**config.mk**
```make
export PLATFORM = sky130hd
export DESIGN_NAME = scaled_aspect_ratio
export DESIGN_NICKNAME = d
export VERILOG_FILES = /design/src/sar_pkg.sv /design/src/scaled_aspect_ratio.sv
export SDC_FILE = /design/constraint.sdc
export NUM_CORES = 2
export LEC_CHECK = 0
export BUFFER_PORTS_ARGS = -buffer_cell sky130_fd_sc_hd__buf_2
export CORE_MARGIN = 3
export CORE_UTILIZATION = 40
export CTS_BUF_LIST = sky130_fd_sc_hd__clkbuf_4
export DETAILED_ROUTE_END_ITERATION = 8
export HOLD_SLACK_MARGIN = 0.03
export SYNTH_ARGS = -nofsm -noshare
export SYNTH_HDL_FRONTEND = slang
export SYNTH_SLANG_ARGS = --single-unit
```
**constraint.sdc**
```tcl
create_clock -name clk_i -period 11.3 [get_ports clk_i]
set_input_delay 1.695 -clock clk_i [delete_from_list [all_inputs] [get_ports clk_i]]
set_output_delay 1.695 -clock clk_i [all_outputs]
set_load 0.005 [all_outputs]
```
**src/sar_pkg.sv**
```systemverilog
// sar_pkg: shared types and constants for the scaled aspect ratio block
// no dependencies; imported by scaled_aspect_ratio and its checker
package sar_pkg;

  localparam int unsigned CFG_ADDR_W = 4;
  localparam int unsigned CFG_DATA_W = 32;
  localparam int unsigned DIM_W      = 13;
  localparam int unsigned ASPECT_W   = 30;

  typedef enum logic [1:0] {
    REG_WIDESCREEN     = 2'd0,
    REG_DISPLAY_WIDTH  = 2'd1,
    REG_DISPLAY_HEIGHT = 2'd2
  } cfg_reg_e;

  localparam logic             RST_WIDESCREEN     = 1'b1;
  localparam logic [DIM_W-1:0] RST_DISPLAY_WIDTH  = 13'd1280;
  localparam logic [DIM_W-1:0] RST_DISPLAY_HEIGHT = 13'd720;

  localparam logic [4:0] ASPECT_WIDE_X   = 5'd16;
  localparam logic [4:0] ASPECT_WIDE_Y   = 5'd9;
  localparam logic [4:0] ASPECT_NARROW_X = 5'd4;
  localparam logic [4:0] ASPECT_NARROW_Y = 5'd3;

endpackage

```
**src/scaled_aspect_ratio.sv**
```systemverilog
// scaled_aspect_ratio: reduces a frame size against the display resolution
// and returns the reduced display aspect; depends on sar_pkg
//
//   channel | direction | handshake                 | payload
//   in      | sink      | in_valid_i / in_stall_o   | frame_width_i, frame_height_i
//   out     | source    | out_valid_o / out_stall_i | aspect_horizontal_o,
//           |           |                           | aspect_vertical_o, zero_error_o
//   cfg     | sink      | psel, penable, pwrite     | paddr, pwdata, prdata
//
// one beat runs three binary gcd runs on the shared subtractor (one step a cycle,
// then a shift back by the common factors of two) and six restoring divisions
// with 2*DIMENSION_BITS+4-bit quotients on the same subtractor;
// the last two divisions are skipped when both products are zero
// in_stall_o is high from acceptance until the result reaches the output register
// the result register waits on out_stall_i; a new beat is taken meanwhile
// reset clears the sequencer and loads the register reset values
module scaled_aspect_ratio
  import sar_pkg::*;
#(
  parameter int unsigned DIMENSION_BITS = 13
) (
  input  logic                  clk_i,
  input  logic                  rst_ni,
  input  logic                  in_valid_i,
  output logic                  in_stall_o,
  input  logic [DIM_W-1:0]      frame_width_i,
  input  logic [DIM_W-1:0]      frame_height_i,
  output logic                  out_valid_o,
  input  logic                  out_stall_i,
  output logic [ASPECT_W-1:0]   aspect_horizontal_o,
  output logic [ASPECT_W-1:0]   aspect_vertical_o,
  output logic                  zero_error_o,
  input  logic                  psel,
  input  logic                  penable,
  input  logic                  pwrite,
  input  logic [CFG_ADDR_W-1:0] paddr,
  input  logic [CFG_DATA_W-1:0] pwdata,
  output logic [CFG_DATA_W-1:0] prdata,
  output logic                  pready
);

  localparam int unsigned DB = DIMENSION_BITS;
  localparam int unsigned W  = 2 * DB + 4;
  localparam int unsigned KW = $clog2(W);
  localparam int unsigned CW = $clog2(W + 1);
  localparam logic [DIM_W-1:0] DIM_MAX = DIM_W'((1 << DB) - 1);

  typedef enum logic [2:0] {
    ST_IDLE,
    ST_LOAD,
    ST_GCD,
    ST_SHIFT,
    ST_DIV,
    ST_MUL,
    ST_OUT
  } state_e;

  typedef enum logic [3:0] {
    STEP_GCD_W,
    STEP_DIV_FW,
    STEP_DIV_DW,
    STEP_GCD_H,
    STEP_DIV_FH,
    STEP_DIV_DH,
    STEP_MUL,
    STEP_GCD_HV,
    STEP_DIV_H,
    STEP_DIV_V,
    STEP_OUT
  } step_e;

  function automatic logic [DB-1:0] sat_dim(logic [DIM_W-1:0] v);
    logic [DB-1:0] r;
    if (v > DIM_MAX) begin
      r = DIM_MAX[DB-1:0];
    end else begin
      r = v[DB-1:0];
    end
    return r;
  endfunction

  // configuration registers
  logic             widescreen_q;
  logic [DIM_W-1:0] display_width_q;
  logic [DIM_W-1:0] display_height_q;
  logic             cfg_write;

  assign pready    = 1'b1;
  assign cfg_write = psel & penable & pwrite & pready;

  always_ff @(posedge clk_i or negedge rst_ni) begin
    if (!rst_ni) begin
      widescreen_q     <= RST_WIDESCREEN;
      display_width_q  <= RST_DISPLAY_WIDTH;
      display_height_q <= RST_DISPLAY_HEIGHT;
    end else if (cfg_write) begin
      if (paddr[3:2] == REG_WIDESCREEN) begin
        widescreen_q <= pwdata[0];
      end else if (paddr[3:2] == REG_DISPLAY_WIDTH) begin
        display_width_q <= pwdata[DIM_W-1:0];
      end else if (paddr[3:2] == REG_DISPLAY_HEIGHT) begin
        display_height_q <= pwdata[DIM_W-1:0];
      end
    end
  end

  always_comb begin
    case (cfg_reg_e'(paddr[3:2]))
      REG_WIDESCREEN:     prdata = CFG_DATA_W'(widescreen_q);
      REG_DISPLAY_WIDTH:  prdata = CFG_DATA_W'(display_width_q);
      REG_DISPLAY_HEIGHT: prdata = CFG_DATA_W'(display_height_q);
      default:            prdata = '0;
    endcase
  end

  // sequencer and datapath
  state_e            state_q;
  step_e             step_q;
  logic [DB-1:0]     fw_q, fh_q, dw_q, dh_q;
  logic [W-1:0]      h_q, v_q, g_q;
  logic [W-1:0]      ua_q, ub_q, rem_q;
  logic [KW-1:0]     k_q;
  logic [CW-1:0]     cnt_q;
  logic              out_valid_q;
  logic [ASPECT_W-1:0] out_h_q, out_v_q;
  logic              out_err_q;

  // shared subtractor
  logic [W:0]        sub_x, sub_y;
  logic [W+1:0]      diff, neg_diff;
  logic              borrow;
  logic [W-1:0]      quo_next, rem_next;

  always_comb begin
    if (state_q == ST_DIV) begin
      sub_x = {rem_q, ua_q[W-1]};
      sub_y = {1'b0, g_q};
    end else begin
      sub_x = {1'b0, ua_q};
      sub_y = {1'b0, ub_q};
    end
  end

  assign diff     = {1'b0, sub_x} - {1'b0, sub_y};
  assign neg_diff = ~diff + {{(W+1){1'b0}}, 1'b1};
  assign borrow   = diff[W+1];
  assign quo_next = {ua_q[W-2:0], ~borrow};
  assign rem_next = borrow ? sub_x[W-1:0] : diff[W-1:0];

  // shared multiplier
  logic [DB-1:0]   mul_a, mul_b;
  logic [2*DB-1:0] prod;

  assign mul_a = (cnt_q == CW'(2)) ? fw_q : fh_q;
  assign mul_b = (cnt_q == CW'(2)) ? dh_q : dw_q;
  assign prod  = mul_a * mul_b;

  always_ff @(posedge clk_i or negedge rst_ni) begin
    if (!rst_ni) begin
      state_q     <= ST_IDLE;
      step_q      <= STEP_GCD_W;
      fw_q        <= '0;
      fh_q        <= '0;
      dw_q        <= '0;
      dh_q        <= '0;
      h_q         <= '0;
      v_q         <= '0;
      g_q         <= '0;
      ua_q        <= '0;
      ub_q        <= '0;
      rem_q       <= '0;
      k_q         <= '0;
      cnt_q       <= '0;
      out_valid_q <= 1'b0;
      out_h_q     <= '0;
      out_v_q     <= '0;
      out_err_q   <= 1'b0;
    end else begin
      if (out_valid_q && !out_stall_i && state_q != ST_OUT) begin
        out_valid_q <= 1'b0;
      end
      case (state_q)
        ST_IDLE: begin
          if (in_valid_i) begin
            fw_q    <= sat_dim(frame_width_i);
            fh_q    <= sat_dim(frame_height_i);
            dw_q    <= sat_dim(display_width_q);
            dh_q    <= sat_dim(display_height_q);
            step_q  <= STEP_GCD_W;
            state_q <= ST_LOAD;
          end
        end
        ST_LOAD: begin
          rem_q <= '0;
          k_q   <= '0;
          cnt_q <= CW'(W);
          case (step_q)
            STEP_GCD_W: begin
              ua_q    <= W'(fw_q);
              ub_q    <= W'(dw_q);
              state_q <= ST_GCD;
            end
            STEP_DIV_FW: begin
              ua_q    <= W'(fw_q);
              state_q <= ST_DIV;
            end
            STEP_DIV_DW: begin
              ua_q    <= W'(dw_q);
              state_q <= ST_DIV;
            end
            STEP_GCD_H: begin
              ua_q    <= W'(fh_q);
              ub_q    <= W'(dh_q);
              state_q <= ST_GCD;
            end
            STEP_DIV_FH: begin
              ua_q    <= W'(fh_q);
              state_q <= ST_DIV;
            end
            STEP_DIV_DH: begin
              ua_q    <= W'(dh_q);
              state_q <= ST_DIV;
            end
            STEP_MUL: begin
              cnt_q   <= CW'(2);
              state_q <= ST_MUL;
            end
            STEP_GCD_HV: begin
              ua_q    <= h_q;
              ub_q    <= v_q;
              state_q <= ST_GCD;
            end
            STEP_DIV_H: begin
              ua_q    <= h_q;
              state_q <= ST_DIV;
            end
            STEP_DIV_V: begin
              ua_q    <= v_q;
              state_q <= ST_DIV;
            end
            STEP_OUT: begin
              state_q <= ST_OUT;
            end
            default: begin
              state_q <= ST_IDLE;
            end
          endcase
        end
        ST_GCD: begin
          if (ua_q == '0) begin
            g_q     <= ub_q;
            state_q <= ST_SHIFT;
          end else if (ub_q == '0) begin
            g_q     <= ua_q;
            state_q <= ST_SHIFT;
          end else if (!ua_q[0] && !ub_q[0]) begin
            ua_q <= ua_q >> 1;
            ub_q <= ub_q >> 1;
            k_q  <= k_q + 1'b1;
          end else if (!ua_q[0]) begin
            ua_q <= ua_q >> 1;
          end else if (!ub_q[0]) begin
            ub_q <= ub_q >> 1;
          end else if (!borrow) begin
            ua_q <= {1'b0, diff[W-1:1]};
          end else begin
            ub_q <= {1'b0, neg_diff[W-1:1]};
          end
        end
        ST_SHIFT: begin
          if (k_q == '0) begin
            state_q <= ST_LOAD;
            if (step_q == STEP_GCD_HV && g_q == '0) begin
              // both products zero, h and v already read 0:0
              step_q <= STEP_OUT;
            end else begin
              if (g_q == '0) begin
                g_q <= {{(W-1){1'b0}}, 1'b1};
              end
              step_q <= step_e'(step_q + 1'b1);
            end
          end else begin
            g_q <= g_q << 1;
            k_q <= k_q - 1'b1;
          end
        end
        ST_DIV: begin
          ua_q  <= quo_next;
          rem_q <= rem_next;
          cnt_q <= cnt_q - 1'b1;
          if (cnt_q == CW'(1)) begin
            case (step_q)
              STEP_DIV_FW: fw_q <= quo_next[DB-1:0];
              STEP_DIV_DW: dw_q <= quo_next[DB-1:0];
              STEP_DIV_FH: fh_q <= quo_next[DB-1:0];
              STEP_DIV_DH: dh_q <= quo_next[DB-1:0];
              STEP_DIV_H:  h_q  <= quo_next;
              STEP_DIV_V:  v_q  <= quo_next;
              default:     h_q  <= h_q;
            endcase
            step_q  <= step_e'(step_q + 1'b1);
            state_q <= ST_LOAD;
          end
        end
        ST_MUL: begin
          cnt_q <= cnt_q - 1'b1;
          if (cnt_q == CW'(2)) begin
            h_q <= W'(prod);
          end else if (cnt_q == CW'(1)) begin
            v_q <= W'(prod);
          end else begin
            h_q     <= widescreen_q ? h_q * ASPECT_WIDE_X : h_q * ASPECT_NARROW_X;
            v_q     <= widescreen_q ? v_q * ASPECT_WIDE_Y : v_q * ASPECT_NARROW_Y;
            step_q  <= step_e'(step_q + 1'b1);
            state_q <= ST_LOAD;
          end
        end
        ST_OUT: begin
          if (!out_valid_q || !out_stall_i) begin
            out_valid_q <= 1'b1;
            out_h_q     <= ASPECT_W'(h_q);
            out_v_q     <= ASPECT_W'(v_q);
            out_err_q   <= (h_q == '0) && (v_q == '0);
            state_q     <= ST_IDLE;
          end
        end
        default: begin
          state_q <= ST_IDLE;
        end
      endcase
    end
  end

  assign in_stall_o          = (state_q != ST_IDLE);
  assign out_valid_o         = out_valid_q;
  assign aspect_horizontal_o = out_h_q;
  assign aspect_vertical_o   = out_v_q;
  assign zero_error_o        = out_err_q;

endmodule

```
After elaboration in Yosys (flattened, before gate mapping)
Cells that the tools add are included.
{"block": "classes", "n_div": 0, "n_shift": 0, "n_lt_le_gt_ge": 4, "n_addsub": 6, "muxes": 88, "bitwise": 6, "n_reduce_logical": 53, "mul": 3, "eq_ne": 47}
{"operator": "30-bit two-way mux", "count": 29}
{"operator": "30-bit one-hot mux with 2 select lines", "count": 5}
{"operator": "13-bit two-way mux", "count": 18}
{"operator": "30-bit one-hot mux with 3 select lines", "count": 2}
{"operator": "30-bit one-hot mux with 6 select lines", "count": 1}
{"operator": "30-bit logical NOT", "count": 5}
{"operator": "13-bit one-hot mux with 2 select lines", "count": 4}
{"operator": "13-bit greater-than comparator (second input constant)", "count": 4}
{"operator": "13-bit one-hot mux with 3 select lines", "count": 1}
{"operator": "4-bit AND reduction", "count": 9}
{"operator": "31-bit by 30-bit subtractor with 32-bit output", "count": 1}
{"operator": "31-bit two-way mux", "count": 1}
{"operator": "30-bit by 1-bit adder with 30-bit output (second input constant)", "count": 1}
{"operator": "30-bit by 2-bit multiplier with 30-bit output (second input constant)", "count": 1}
{"operator": "30-bit by 4-bit multiplier with 30-bit output (second input constant)", "count": 1}
{"operator": "30-bit NOT", "count": 1}
{"operator": "13-bit by 13-bit multiplier with 26-bit output", "count": 1}
{"operator": "5-bit two-way mux", "count": 5}
{"operator": "3-bit two-way mux", "count": 8}
{"operator": "4-bit two-way mux", "count": 6}
{"operator": "3-bit one-hot mux with 7 select lines", "count": 1}
{"operator": "2-bit inequality test (second input constant)", "count": 9}
{"operator": "3-bit inequality test (second input constant)", "count": 6}
{"operator": "6-bit AND reduction", "count": 3}
{"operator": "41 further kinds", "count": 84}
{"block": "word_totals", "memories": 0, "rom_bits": 0, "mem_bits_rw": 0, "register_bits": 338, "wordCells": 230, "latchBits": 0}

Depth between registers and ports, before layout
{"block": "depth", "word_depth": 12, "depth_mapped": 29}

Worst setup path before layout
Ideal clock, no wire load.
{"block": "synth_path", "path_type": "reg-to-reg", "startpoint": "register cnt_q[0]", "endpoint": "register h_q[25]", "slack_ns": 4.379, "stages_incl_launch_ff": 26, "path_buffers": 2, "setup_time_ns": 0.133, "required_ns": 11.167, "period_less_slack_ns": 6.921, "t_arrival_ns": 6.788, "cell_sequence": "dfrtp_1 inv_1 ha_1 nand2_1 clkbuf_1 clkbuf_1 mux2i_1 nor2_1 fa_1 fa_1 fa_1 fa_1 inv_1 fa_1 inv_1 ha_1 a21o_1 a21o_1 a2111oi_0 nor3_1 o2111ai_1 a31o_2 o21ai_0 xnor2_1 a222oi_1 o21ai_0"}
{"block": "synth_via", "elab_chain_cells": 5, "elab_cells_between_ends": 10, "cone_classes": "1 x mul; 4 x eq/ne; 4 x mux; 1 x reduce/logical"}
{"item": "start: declaration", "line_no": "scaled_aspect_ratio.sv:123", "source": "logic [CW-1:0] cnt_q;"}
{"item": "start signal: assignment", "line_no": "scaled_aspect_ratio.sv:196", "source": "cnt_q <= CW'(W);"}
{"item": "start signal: assignment", "line_no": "scaled_aspect_ratio.sv:290", "source": "cnt_q <= cnt_q - 1'b1;"}
{"item": "start signal: assignment", "line_no": "scaled_aspect_ratio.sv:306", "source": "cnt_q <= cnt_q - 1'b1;"}
{"item": "5-bit by 2-bit == test with 1-bit output", "line_no": "scaled_aspect_ratio.sv:154, scaled_aspect_ratio.sv:155, scaled_aspect_ratio.sv:307"}
{"item": "13-bit two-way mux (on tied branches)", "line_no": "scaled_aspect_ratio.sv:154, scaled_aspect_ratio.sv:155"}
{"item": "13-bit by 13-bit multiplier with 26-bit output", "line_no": "scaled_aspect_ratio.sv:156", "source": "assign prod = mul_a * mul_b;"}
{"item": "30-bit two-way mux", "line_no": "scaled_aspect_ratio.sv:307", "source": "if (cnt_q == CW'(2)) begin"}
{"item": "30-bit one-hot mux with 2 select lines", "line_no": "scaled_aspect_ratio.sv:182", "source": "case (state_q)"}
{"item": "end signal: assignment", "line_no": "scaled_aspect_ratio.sv:299", "source": "default: h_q <= h_q;"}
{"item": "end signal: assignment", "line_no": "scaled_aspect_ratio.sv:308", "source": "h_q <= W'(prod);"}
{"item": "end signal: assignment", "line_no": "scaled_aspect_ratio.sv:312", "source": "h_q <= widescreen_q ? h_q * ASPECT_WIDE_X : h_q * ASPECT_NARROW_X;"}
{"item": "end: declaration", "line_no": "scaled_aspect_ratio.sv:120", "source": "logic [W-1:0] h_q, v_q, g_q;"}
Several ways; a longest one is shown, not always the timed one.
A chain may end at the register's enable or synchronous reset.

Final worst setup path
{"block": "layout_path", "startpoint": "register cnt_q[3]", "endpoint": "register h_q[25]"}
Same word-level chain as after synthesis.

==> results.md <==
* DR WL/cell at 22.7 um
* Global-route wire length before repair at approximately 170000 um
* Largest net degree at the start of global routing at 145
* Biggest area contributors in the synthesized netlist: dfrtp_1, ha_1, fa_1, nand2_1, o21ai_0
* Post-CTS Hold Fix Bufs at 0
* Cells traversed along the worst timing path: nor3_1 -> and2_2 -> buf_4 -> mux2i_1 -> nor2_1 -> fa_1 -> fa_1 -> fa_1 -> fa_1 -> inv_1 -> fa_1 -> inv_1 -> ha_1 -> a21o_1 -> a21o_1 -> a2111oi_0 -> nor3_1 -> o2111ai_1 -> a31o_2 -> o21ai_0 -> xnor2_1 -> a222oi_1 -> o21ai_0
* Category of cells accounting for the largest share of critical-path delay: adder cells
* Largest incremental delay on the critical path at 0.72 ns
* Worst Setup Start Kind: register
* Fmax at roughly 120 MHz
* Core area at 0.0749 mm2
* Clock tree skew after final layout at 0.103 ns
* Top post-synthesis cells by count: nand2_1, dfrtp_1, o21ai_0
* Net count reported at finish at between 4000 and 5000
* Longest Clk Path Bufs at 3
* H-tree depth at 3
* Most repeated cell in the gate-level netlist after synthesis: nand2_1
* Shortest period the worst path allows at just over 8 ns
* Standard-cell rows at 100
* Post-synth EDFFs at 0
* Summed negative setup slack over all endpoints at 0 ns
* Largest driver fanout on the critical path at 48
* GRT Util Overall at 27.0%
* Critical path data required time at ~12 ns
* Horiz. Die Dim at approximately 280 um
* TritonCTS clock tree: yes
* Worst min path class: register to register
* Register-to-register path setup slack at about 3.0 ns
* Synthesized flop and latch total at approximately 340
* Final wirelength at between 100000 and 150000 um
* Number of distinct library cells after synthesis at 89
* HPWL after DPL at 81700 um
* First-iteration detailed-routing DRC count at about 3300
* Vias in the first global route at 27019
* Clock sink count at between 300 and 400
* Element type at the critical path end: register
* Yosys warnings at 0
* Type of the worst setup path: register to register
* Count of buffers from port buffering at 123
* Highest-delay cell along the critical path: mux2i_1
* Clock transition at the registers of the reported paths at 0.07 ns
* Result of the run: complete, no violations
* Overflow left after global routing at 0
* Top-Level Pins at 165
* Number of buffers added by the clock tree synthesis step at a little under 100
* Area of the mapped netlist at just over 0.03 mm2
* Number of failing hold endpoints at the final stage at 0
* Resized Gates After CTS at 0
* Worst slew margin at 17.8%
* Cells after synthesis at 3696
* Sequential cell area fraction in the yosys report at between 20% and 30%
* Skew-Pair Late Insertion Delay at approximately 0.94 ns
* Crit path buffers/inverters at 3
* Proportion of layout cells with a drive suffix above 1 at 12.7%
* Number of design rule violations left after detail routing at 0
* RSZ-0062 raised after global routing: no
* Post-synthesis to final-layout area growth at 8.97%
* Total vias in the final route at between 20000 and 30000
* Final Wtd Congestion at between 0.9 and 1
* Slew at the pin closest to its max-slew limit at about 1.2 ns
* Arrival time at the worst endpoint at approximately 9 ns
* Vias per cell at 6.02
* Floorplan die height at between 200 and 300 um
* Die area at between 0.07 and 0.08 mm2
* Library cell with the largest summed area after synthesis: dfrtp_1
* Initial Utilization at 40.7%
* Root buffer cell: clkbuf_4
* Area fraction of the dominant cell type after synthesis at 27.2%
* Number of antenna violations at the first check in global routing at 4
* Number of setup violations in the final report at 0
* Routed Antenna Nets at 0
* Post-synthesis async set-or-reset flop share at 100%
* Number of max-capacitance violations reported at 0
* Critical path's most frequent cell: fa_1
* Final max-slew violation count at 0
* Buffers inserted during post-CTS setup optimization at 0
* Fin crit share at between 70% and 80%
* Synth Flop Type: dfrtp_1
* Synth Area per Inst at between 8 and 9 um2
* Total iterations of the first detailed-routing run at 9
[flip-flops by register name, summed over array words and instances, names as in the netlist, 13 cells and up]
register and flops:
dh_q 13, ua_q 30, aspect_vertical_o 30, g_q 30
ub_q 30, display_height_q 13, display_width_q 13, h_q 30
fh_q 13, dw_q 13, fw_q 13, v_q 30
aspect_horizontal_o 30, rem_q 30
[per-stage QoR]
step / std cells / hold slack (ns) / area, um2 / setup WS, ns / utilization [%]
finish: 4806 / 0.472 / 33200 / 3.04 / 44.3
global route: 4804 / 0.497 / 33200 / 2.47 / 44.3
CTS: 4799 / 0.478 / 33200 / 3.11 / 44.3
detailed placement: 4628 / 0.464 / 32000 / 3.24 / 42.6
global placement: 4628 / 0.457 / 32000 / 3.32 / 42.6
floorplan: 3714 / 0.450 / 30500 / 4.38 / -
[layout make-up]
class	instances	area, um2
Antenna cell	7	17.5
Clock buffer	145	1090
Clock inverter	26	143
Fill cell	7576	41700
Inverter	244	916
Multi-Input combinational cell	2897	20300
Sequential cell	338	8470
Tap cell	969	1210
Timing Repair Buffer	180	1070
[worst paths after layout]
path                                                  startpoint                                 to  depth (start not counted)
min in group asynchronous                                 rst_ni  aspect_vertical_o[22]$_DFFE_PN0P_                          1
worst min register to register  aspect_vertical_o[2]$_DFFE_PN0P_   aspect_vertical_o[2]$_DFFE_PN0P_                          2
worst max-delay path                        cnt_q[3]$_DFFE_PN0P_                h_q[25]$_DFFE_PN0P_                         23
worst max register to register              cnt_q[3]$_DFFE_PN0P_                h_q[25]$_DFFE_PN0P_                         23
max in group asynchronous                                 rst_ni                ub_q[4]$_DFFE_PN0P_                          3
worst min-delay path            aspect_vertical_o[2]$_DFFE_PN0P_   aspect_vertical_o[2]$_DFFE_PN0P_                          2
[per-layer routing]
metal  vias up  wire, um  part of all wire [%]  global-route usage [%]
met1     14127     46000                    42                    36.6
li1      13290         -                     -                       -
met5         -         0                     0                       0
met3       231      9260                   8.5                    5.55
met2      1264     50200                    46                    43.2
met4         0      3750                   3.4                    9.10
[logic make-up (layout without fill, tap and decap cells)]
kind of cell,after synthesis,count (layout),synth area share (%)
AO/OA/AOI/OAI,1061,1061,22.3
XOR/XNOR,101,101,2.90
flip-flops,338,338,27.8
other,2,27,0.0246
adder cells (fa/ha/maj),331,331,16.7
AND/OR/NAND/NOR,1171,1171,16.7
multiplexers,213,213,7.39
buffers and inverters,479,595,6.26
[cells in the final DEF, fill, tap and decap left out, types with 122 or more instances in the layout]
cell / n
clkbuf_4: 145
nor2_1: 258
inv_1: 242
o21ai_0: 322
nand2_1: 592
dfrtp_1: 331
fa_1: 125
a21oi_1: 255
ha_1: 206
buf_2: 122
[tightest hold or removal path, delay by kind of cell (launching register included)]
family | cells | cell delay (ns)
DFF | 1 | 0.33
AOI/OAI and AO/OA | 1 | 0.06
and+or+nand+nor | 1 | 0.05
Power is left out: the tool's default activity adds up to more than one toggle a clock period on the data nets, which glitch-free logic cannot reach.
